$ cat config.mk
export PLATFORM = sky130hd
export DESIGN_NAME = sorted_priority_queue
export DESIGN_NICKNAME = d
export VERILOG_FILES = /design/src/hdl/spq_pkg.sv /design/src/hdl/sorted_priority_queue.sv /design/src/hdl/spq_cell.sv
export VERILOG_INCLUDE_DIRS = /design/src /design/src/hdl
export SDC_FILE = /design/constraint.sdc
export NUM_CORES = 2
export LEC_CHECK = 0
export ABC_CLOCK_PERIOD_IN_PS = 6800
export BUFFER_PORTS_ARGS = -buffer_cell sky130_fd_sc_hd__buf_2
export CAP_MARGIN = 20
export CORE_UTILIZATION = 35
export CTS_BUF_LIST = sky130_fd_sc_hd__clkbuf_2
export DETAILED_ROUTE_END_ITERATION = 7
export GPL_TIMING_DRIVEN = 1
export PLACE_DENSITY = 0.47
export SETUP_SLACK_MARGIN = 0.15
export SLEW_MARGIN = 10
export SYNTH_ARGS = -nofsm -noshare
export SYNTH_HDL_FRONTEND = slang
export SYNTH_HIERARCHICAL = 1
export SYNTH_SLANG_ARGS = --single-unit
$ cat constraint.sdc
create_clock -name clock -period 6.8 [get_ports clock]
set_clock_uncertainty 0.1 [all_clocks]
set_input_delay 1.36 -clock clock [delete_from_list [all_inputs] [get_ports clock]]
set_output_delay 1.36 -clock clock [all_outputs]
set_load 0.02 [all_outputs]
$ cat src/hdl/assert_macros.svh
// Assertion macros shared by the queue RTL.
// Needs no other file; include it inside a module body.
`ifndef ASSERT_MACROS_SVH
`define ASSERT_MACROS_SVH

// The property must hold at every rising clock edge outside reset.
`define ASSERT_ALWAYS(lbl, clk, rst, prop, msg) \
   lbl: assert property (@(posedge clk) disable iff (rst) (prop)) else $error(msg);

// The condition must never be seen at a rising clock edge outside reset.
`define ASSERT_NEVER(lbl, clk, rst, cond, msg) \
   lbl: assert property (@(posedge clk) disable iff (rst) !(cond)) else $error(msg);

`endif

$ cat src/hdl/spq_pkg.sv
// Package for the sorted priority queue: sizes, status codes and cell link types.
// Depends on nothing; every queue module imports it.
`timescale 1ns / 1ps
`default_nettype none

package spq_pkg;

   localparam int DEPTH  = 16;
   localparam int DATA_W = 32;
   localparam int CNT_W  = $clog2(DEPTH + 1);
   localparam int OCC_W  = 5;
   localparam int STAT_W = 2;

   localparam logic [STAT_W-1:0] ST_OK    = 2'd0;
   localparam logic [STAT_W-1:0] ST_FULL  = 2'd1;
   localparam logic [STAT_W-1:0] ST_EMPTY = 2'd2;

   localparam logic ACT_PUSH = 1'b0;
   localparam logic ACT_POP  = 1'b1;

   typedef logic signed [DATA_W-1:0] data_type;
   typedef logic [CNT_W-1:0]         count_type;

   // Broadcast to every cell in the cycle a beat is taken.
   typedef struct packed {
      logic      push;
      logic      pop;
      data_type  value;
      count_type count;
   } cmd_type;

   // What one cell hands to its neighbors.
   typedef struct packed {
      data_type entry;
      logic     gt;
   } link_type;

endpackage

`default_nettype wire

$ cat src/hdl/sorted_priority_queue.sv
// Top level of the sorted priority queue: control, count and a row of cells.
// Depends on spq_pkg, spq_cell and assert_macros.svh.
//
//   channel | direction | tdata (low bit up)             | tuser
//   req     | in        | value[31:0]                    | action
//   rsp     | out       | popped[31:0], occupancy[36:32] | status[1:0]
//
// Every cell compares its entry with the pushed value and shifts in the same
// clock, so one beat a cycle is sustained while the result side keeps up.
// The result is held in an output register from the cycle after the request beat.
// A request is taken while that register is empty or being drained.
// Reset clears the count and the output valid; entries are never cleared.
`timescale 1ns / 1ps
`default_nettype none

module sorted_priority_queue (
   input  wire logic        clock,
   input  wire logic        reset,
   input  wire logic        req_tvalid,
   output logic             req_tready,
   input  wire logic [31:0] req_tdata,   // value[31:0]
   input  wire logic [0:0]  req_tuser,   // action[0]
   output logic             rsp_tvalid,
   input  wire logic        rsp_tready,
   output logic [39:0]      rsp_tdata,   // popped[31:0], occupancy[36:32], zero pad
   output logic [1:0]       rsp_tuser    // status[1:0]
);
   import spq_pkg::*;
   `include "assert_macros.svh"

   count_type          count_ff;
   count_type          count_in;
   logic               rsp_valid_ff;
   logic               rsp_valid_in;
   data_type           popped_ff;
   data_type           popped_in;
   logic [STAT_W-1:0]  status_ff;
   logic [STAT_W-1:0]  status_in;
   logic [OCC_W-1:0]   occ_ff;
   logic [OCC_W-1:0]   occ_in;
   logic               req_fire;
   logic               is_full;
   logic               is_empty;
   cmd_type            cmd;
   link_type           link_w [DEPTH];

   // The output register parts the two sides: a new beat may enter in the
   // same cycle that the waiting result is taken.
   assign req_tready = !rsp_valid_ff || rsp_tready;
   assign req_fire   = req_tvalid && req_tready;
   assign is_full    = (count_ff == CNT_W'(DEPTH));
   assign is_empty   = (count_ff == '0);

   always_comb begin
      cmd.push  = req_fire && (req_tuser[0] == ACT_PUSH) && !is_full;
      cmd.pop   = req_fire && (req_tuser[0] == ACT_POP) && !is_empty;
      cmd.value = data_type'(req_tdata);
      cmd.count = count_ff;
   end

   // Count, status and the popped value for the result beat.
   always_comb begin
      count_in  = count_ff;
      popped_in = '0;
      status_in = ST_OK;
      if (req_tuser[0] == ACT_PUSH) begin
         if (is_full) begin
            status_in = ST_FULL;
         end else begin
            count_in = count_ff + 1'b1;
         end
      end else begin
         if (is_empty) begin
            status_in = ST_EMPTY;
         end else begin
            popped_in = link_w[0].entry;
            count_in  = count_ff - 1'b1;
         end
      end
      occ_in       = OCC_W'(count_in);
      rsp_valid_in = req_fire || (rsp_valid_ff && !rsp_tready);
   end

   always_ff @(posedge clock) begin
      if (reset) begin
         count_ff     <= '0;
         rsp_valid_ff <= 1'b0;
      end else begin
         rsp_valid_ff <= rsp_valid_in;
         if (req_fire) begin
            count_ff <= count_in;
         end
      end
      if (req_fire) begin
         popped_ff <= popped_in;
         status_ff <= status_in;
         occ_ff    <= occ_in;
      end
   end

   assign rsp_tvalid = rsp_valid_ff;
   assign rsp_tdata  = {{(40 - DATA_W - OCC_W){1'b0}}, occ_ff, popped_ff};
   assign rsp_tuser  = status_ff;

   // The row of cells; slot 0 holds the smallest entry. Cell 0 sees no left
   // neighbor and the last cell takes nothing from the right on a pop.
   for (genvar i = 0; i < DEPTH; i++) begin : g_cell
      link_type left_w;
      link_type right_w;
      if (i == 0) begin : g_first
         assign left_w = '0;
      end else begin : g_mid_left
         assign left_w = link_w[i-1];
      end
      if (i == DEPTH - 1) begin : g_last
         assign right_w = '0;
      end else begin : g_mid_right
         assign right_w = link_w[i+1];
      end
      spq_cell u_cell (
         .clock      (clock),
         .cmd        (cmd),
         .cell_index (CNT_W'(i)),
         .left_link  (left_w),
         .right_link (right_w),
         .link_out   (link_w[i])
      );
   end

   `ASSERT_NEVER(a_count_bound, clock, reset, count_ff > CNT_W'(DEPTH), "count above depth")
   `ASSERT_ALWAYS(a_full_occ, clock, reset, (rsp_valid_ff && status_ff == ST_FULL) |-> (occ_ff == OCC_W'(DEPTH)), "full status with wrong occupancy")
   `ASSERT_ALWAYS(a_empty_occ, clock, reset, (rsp_valid_ff && status_ff == ST_EMPTY) |-> (occ_ff == '0), "empty status with nonzero occupancy")
   `ASSERT_ALWAYS(a_sorted_head, clock, reset, (count_ff >= CNT_W'(2)) |-> (link_w[0].entry <= link_w[1].entry), "head entries out of order")
   `ASSERT_ALWAYS(a_count_step, clock, reset, !$past(req_fire) |-> $stable(count_ff), "count moved without a request beat")

endmodule

`default_nettype wire

$ cat src/hdl/spq_cell.sv
// One slot of the sorted queue: holds an entry and shifts with its neighbors.
// Depends on spq_pkg.
`timescale 1ns / 1ps
`default_nettype none

module spq_cell (
   input  wire logic              clock,
   input  wire spq_pkg::cmd_type   cmd,
   input  wire spq_pkg::count_type cell_index,
   input  wire spq_pkg::link_type  left_link,
   input  wire spq_pkg::link_type  right_link,
   output spq_pkg::link_type       link_out
);
   import spq_pkg::*;

   data_type entry_ff;
   data_type entry_in;
   logic     occupied;
   logic     gt;

   always_comb begin
      occupied = (cell_index < cmd.count);
      gt       = occupied && (entry_ff > cmd.value);
      link_out = '{entry: entry_ff, gt: gt};
   end

   // On a push the greater entries move up one slot and the new value lands
   // in the first slot that is free or holds a greater entry.
   always_comb begin
      entry_in = entry_ff;
      if (cmd.push) begin
         if (left_link.gt) begin
            entry_in = left_link.entry;
         end else if (gt || (cell_index == cmd.count)) begin
            entry_in = cmd.value;
         end
      end else if (cmd.pop) begin
         entry_in = right_link.entry;
      end
   end

   always_ff @(posedge clock) begin
      entry_ff <= entry_in;
   end

endmodule

`default_nettype wire

==> results.yml <==
global_route:
  grt_use_met1_pct: 26.0
  antenna_found_initial: 4
  grt_pass1_vias: 32800
  top_usage_layer: "met2"
  met2_usage_pct: 30.0
  grt_pass1_wl_um: 187000
  met3_usage_pct: 2.90
  track_usage_pct: 19.0
  grt_max_degree: 239
  overflow: 0
power:
  seqPwrFrac_pct: 45.7
  powerDensity_nw_per_um2: 210
  combPwrFrac_pct: 28.4
  vdd_ir_drop_max_v: 0.000134
  pwr-share-clk_pct: 26.0
  p_leak_nw: 20.9
  p_int_mw: 6.45
  power.switching_mw: 3.64
  swShare_pct: 36.1
cts:
  cts_setup_buffers: 0
  numCtsBuffers: 167
  cts_tree: "yes"
  cts.sinks: 557
  clock_path_buffers: 3
  insertion_delay_ps: 1510
  htree_levels: 4
  path_clk_slew_ps: 90
  cts_resized: 0
  root_buffer: "clkbuf_2"
worst_setup_path:
  rrSetupSlack_ps: 2400
  crit_path_end_kind: "register"
  start_kind: "register"
  cp.arrival_ps: 5410
  crit_type: "reg2reg"
  required_ps: 7810
  path_max_fanout: 32
floorplan:
  start_util_pct: 35.3
  die_h_um: 353
  row_count: 128
  fp.coreArea_um2: 122000
  num_io_pins: 81
  dieArea_um2: 125000
  fp.dieW_um: 353
place:
  hpwl_um: 91100
  dp.cells: 6351
  port_buffers: 77
  gp_congestion: 0.832
timing:
  period_minus_slack_ps: 4400
  worst_slew_pin_slew_ps: 1420
  fin_crit_sh_pct: 64.7
  final_hold_viol_count: 0
  max-slew-margin-rel_pct: 5.27
  tns_ps: 0
  slew_viol_final: 0
  max_freq_mhz: 227
  rsz0062_at_grt: "no"
  setup_viol_count_final: 0
route:
  vias: 32900
  ant_nets: 0
  dr.pass1.iters: 7
  drc: 0
  routed_wl_um: 119000
  wl_per_cell_um: 17.9
  drtIter0Drc: 1818
  drt-vias-per-instance: 4.96
run:
  max-cap-violations: 0
synthesis:
  synth_area_per_cell_um2: 9.39
  synth_area_um2: 43100
  synthCells: 4596
  synth_warnings: 6
min_path:
  hp-class: "in2reg"
final_layout:
  n_fill_cell: 12600
  fin_nets: 5532
  fin_cells: 6640
  areaGrowthSynthToFinish_pct: 11.2
  drive_gt1_share_pct: 10.4
outcome:
  status: "finished, final reports clean"
-- routing by layer --
layer / up-vias / wire, um
met5: - / 0
met4: 0 / 3860
met3: 199 / 3900
met2: 507 / 52700
met1: 15000 / 58600
li1: 17200 / -
-- power groups by stage --
stage	clock network (mW)	registers [mW]	logic (mW)
after floorplan	0	4.60	2.03
after global placement	0	4.69	2.83
after detailed placement	0	4.69	2.87
after CTS	2.78	4.61	2.88
after global routing	2.91	4.66	3.25
final	2.62	4.61	2.86
-- worst paths after layout --
check	from	end	cells past startpoint
worst min register to register	g_cell[8].u_cell/entry_ff[11]	g_cell[7].u_cell/entry_ff[11]	2
worst min-delay path	rsp_tready	count_ff[4]	6
worst max register to register	g_cell[9].u_cell/entry_ff[31]	g_cell[10].u_cell/entry_ff[10]	9
worst max-delay path	g_cell[9].u_cell/entry_ff[31]	g_cell[10].u_cell/entry_ff[10]	9
-- through the flow --
stage | cell area [um2] | utilization, % | hold slack [ps] | total power, mW | worst slack [ps]
finish | 48000 | 39.3 | 404 | 10.1 | 2400
global route | 48000 | 39.3 | 277 | 10.8 | 2120
detailed placement | 46500 | 38.1 | 488 | 7.56 | 919
global placement | 46500 | 38.1 | 481 | 7.51 | 943
floorplan | 43700 | - | 462 | 6.63 | 574
CTS | 47900 | 39.3 | 135 | 10.3 | 2390
-- worst max-delay path, stage by stage (launching register included) --
cell,delay [ps]
edfxtp_1,430
ha_1,440
nand4_1,230
nor4_1,1050
a31oi_1,250
o211ai_1,250
nand2_2,380
nor3b_1,450
a31oi_4,120
buf_4,300
-- registers in the layout, indices dropped and copies added (netlist names) --
| register | count |
|---|---|
| count_ff | 5 |
| g_cell.u_cell/entry_ff | 512 |
| occ_ff | 5 |
| popped_ff | 32 |
| rsp_tuser | 2 |
| rsp_tvalid | 1 |
-- placed cells by master (no fill, tap or decap), drive strengths merged, types with 2 or more instances in the layout --
master	count
a2111oi	16
a211o	16
a211oi	17
a21o	17
a21oi	742
a221o	17
a22oi	16
a311oi	2
a31oi	33
and2	2
and3	33
buf	192
bufinv	2
clkbuf	251
clkinv	20
conb	148
dfxtp	6
diode	7
dlygate4sd3	4
edfxtp	551
ha	594
inv	617
mux2i	513
nand2	133
nand3	66
nand3b	2
nand4	143
nor2	636
nor2b	19
nor3	18
nor3b	15
nor4	17
o211ai	48
o21ai	54
o31a	16
or3	3
or4b	17
-- area by class of cell --
| cell class | count | area [um2] | area share (%) |
|---|---|---|---|
| repair buffers | 196 | 1400 | 2.93 |
| clock inverters | 25 | 158 | 0.329 |
| diodes | 7 | 17.5 | 0.0365 |
| flip-flops and latches | 557 | 16700 | 34.7 |
| multi-input cells | 3364 | 24100 | 50.3 |
| well taps | 1625 | 2030 | 4.24 |
| inverters | 615 | 2310 | 4.81 |
| clock buffers | 251 | 1260 | 2.62 |
-- what timing repair did --
item | 4_1_cts | 5_1_grt
setup endpoints to repair | 0 | 0
hold buffers | 4 | 0
endpoints found under the hold margin | 6 | 0
Power figures use the tool's default switching activity.
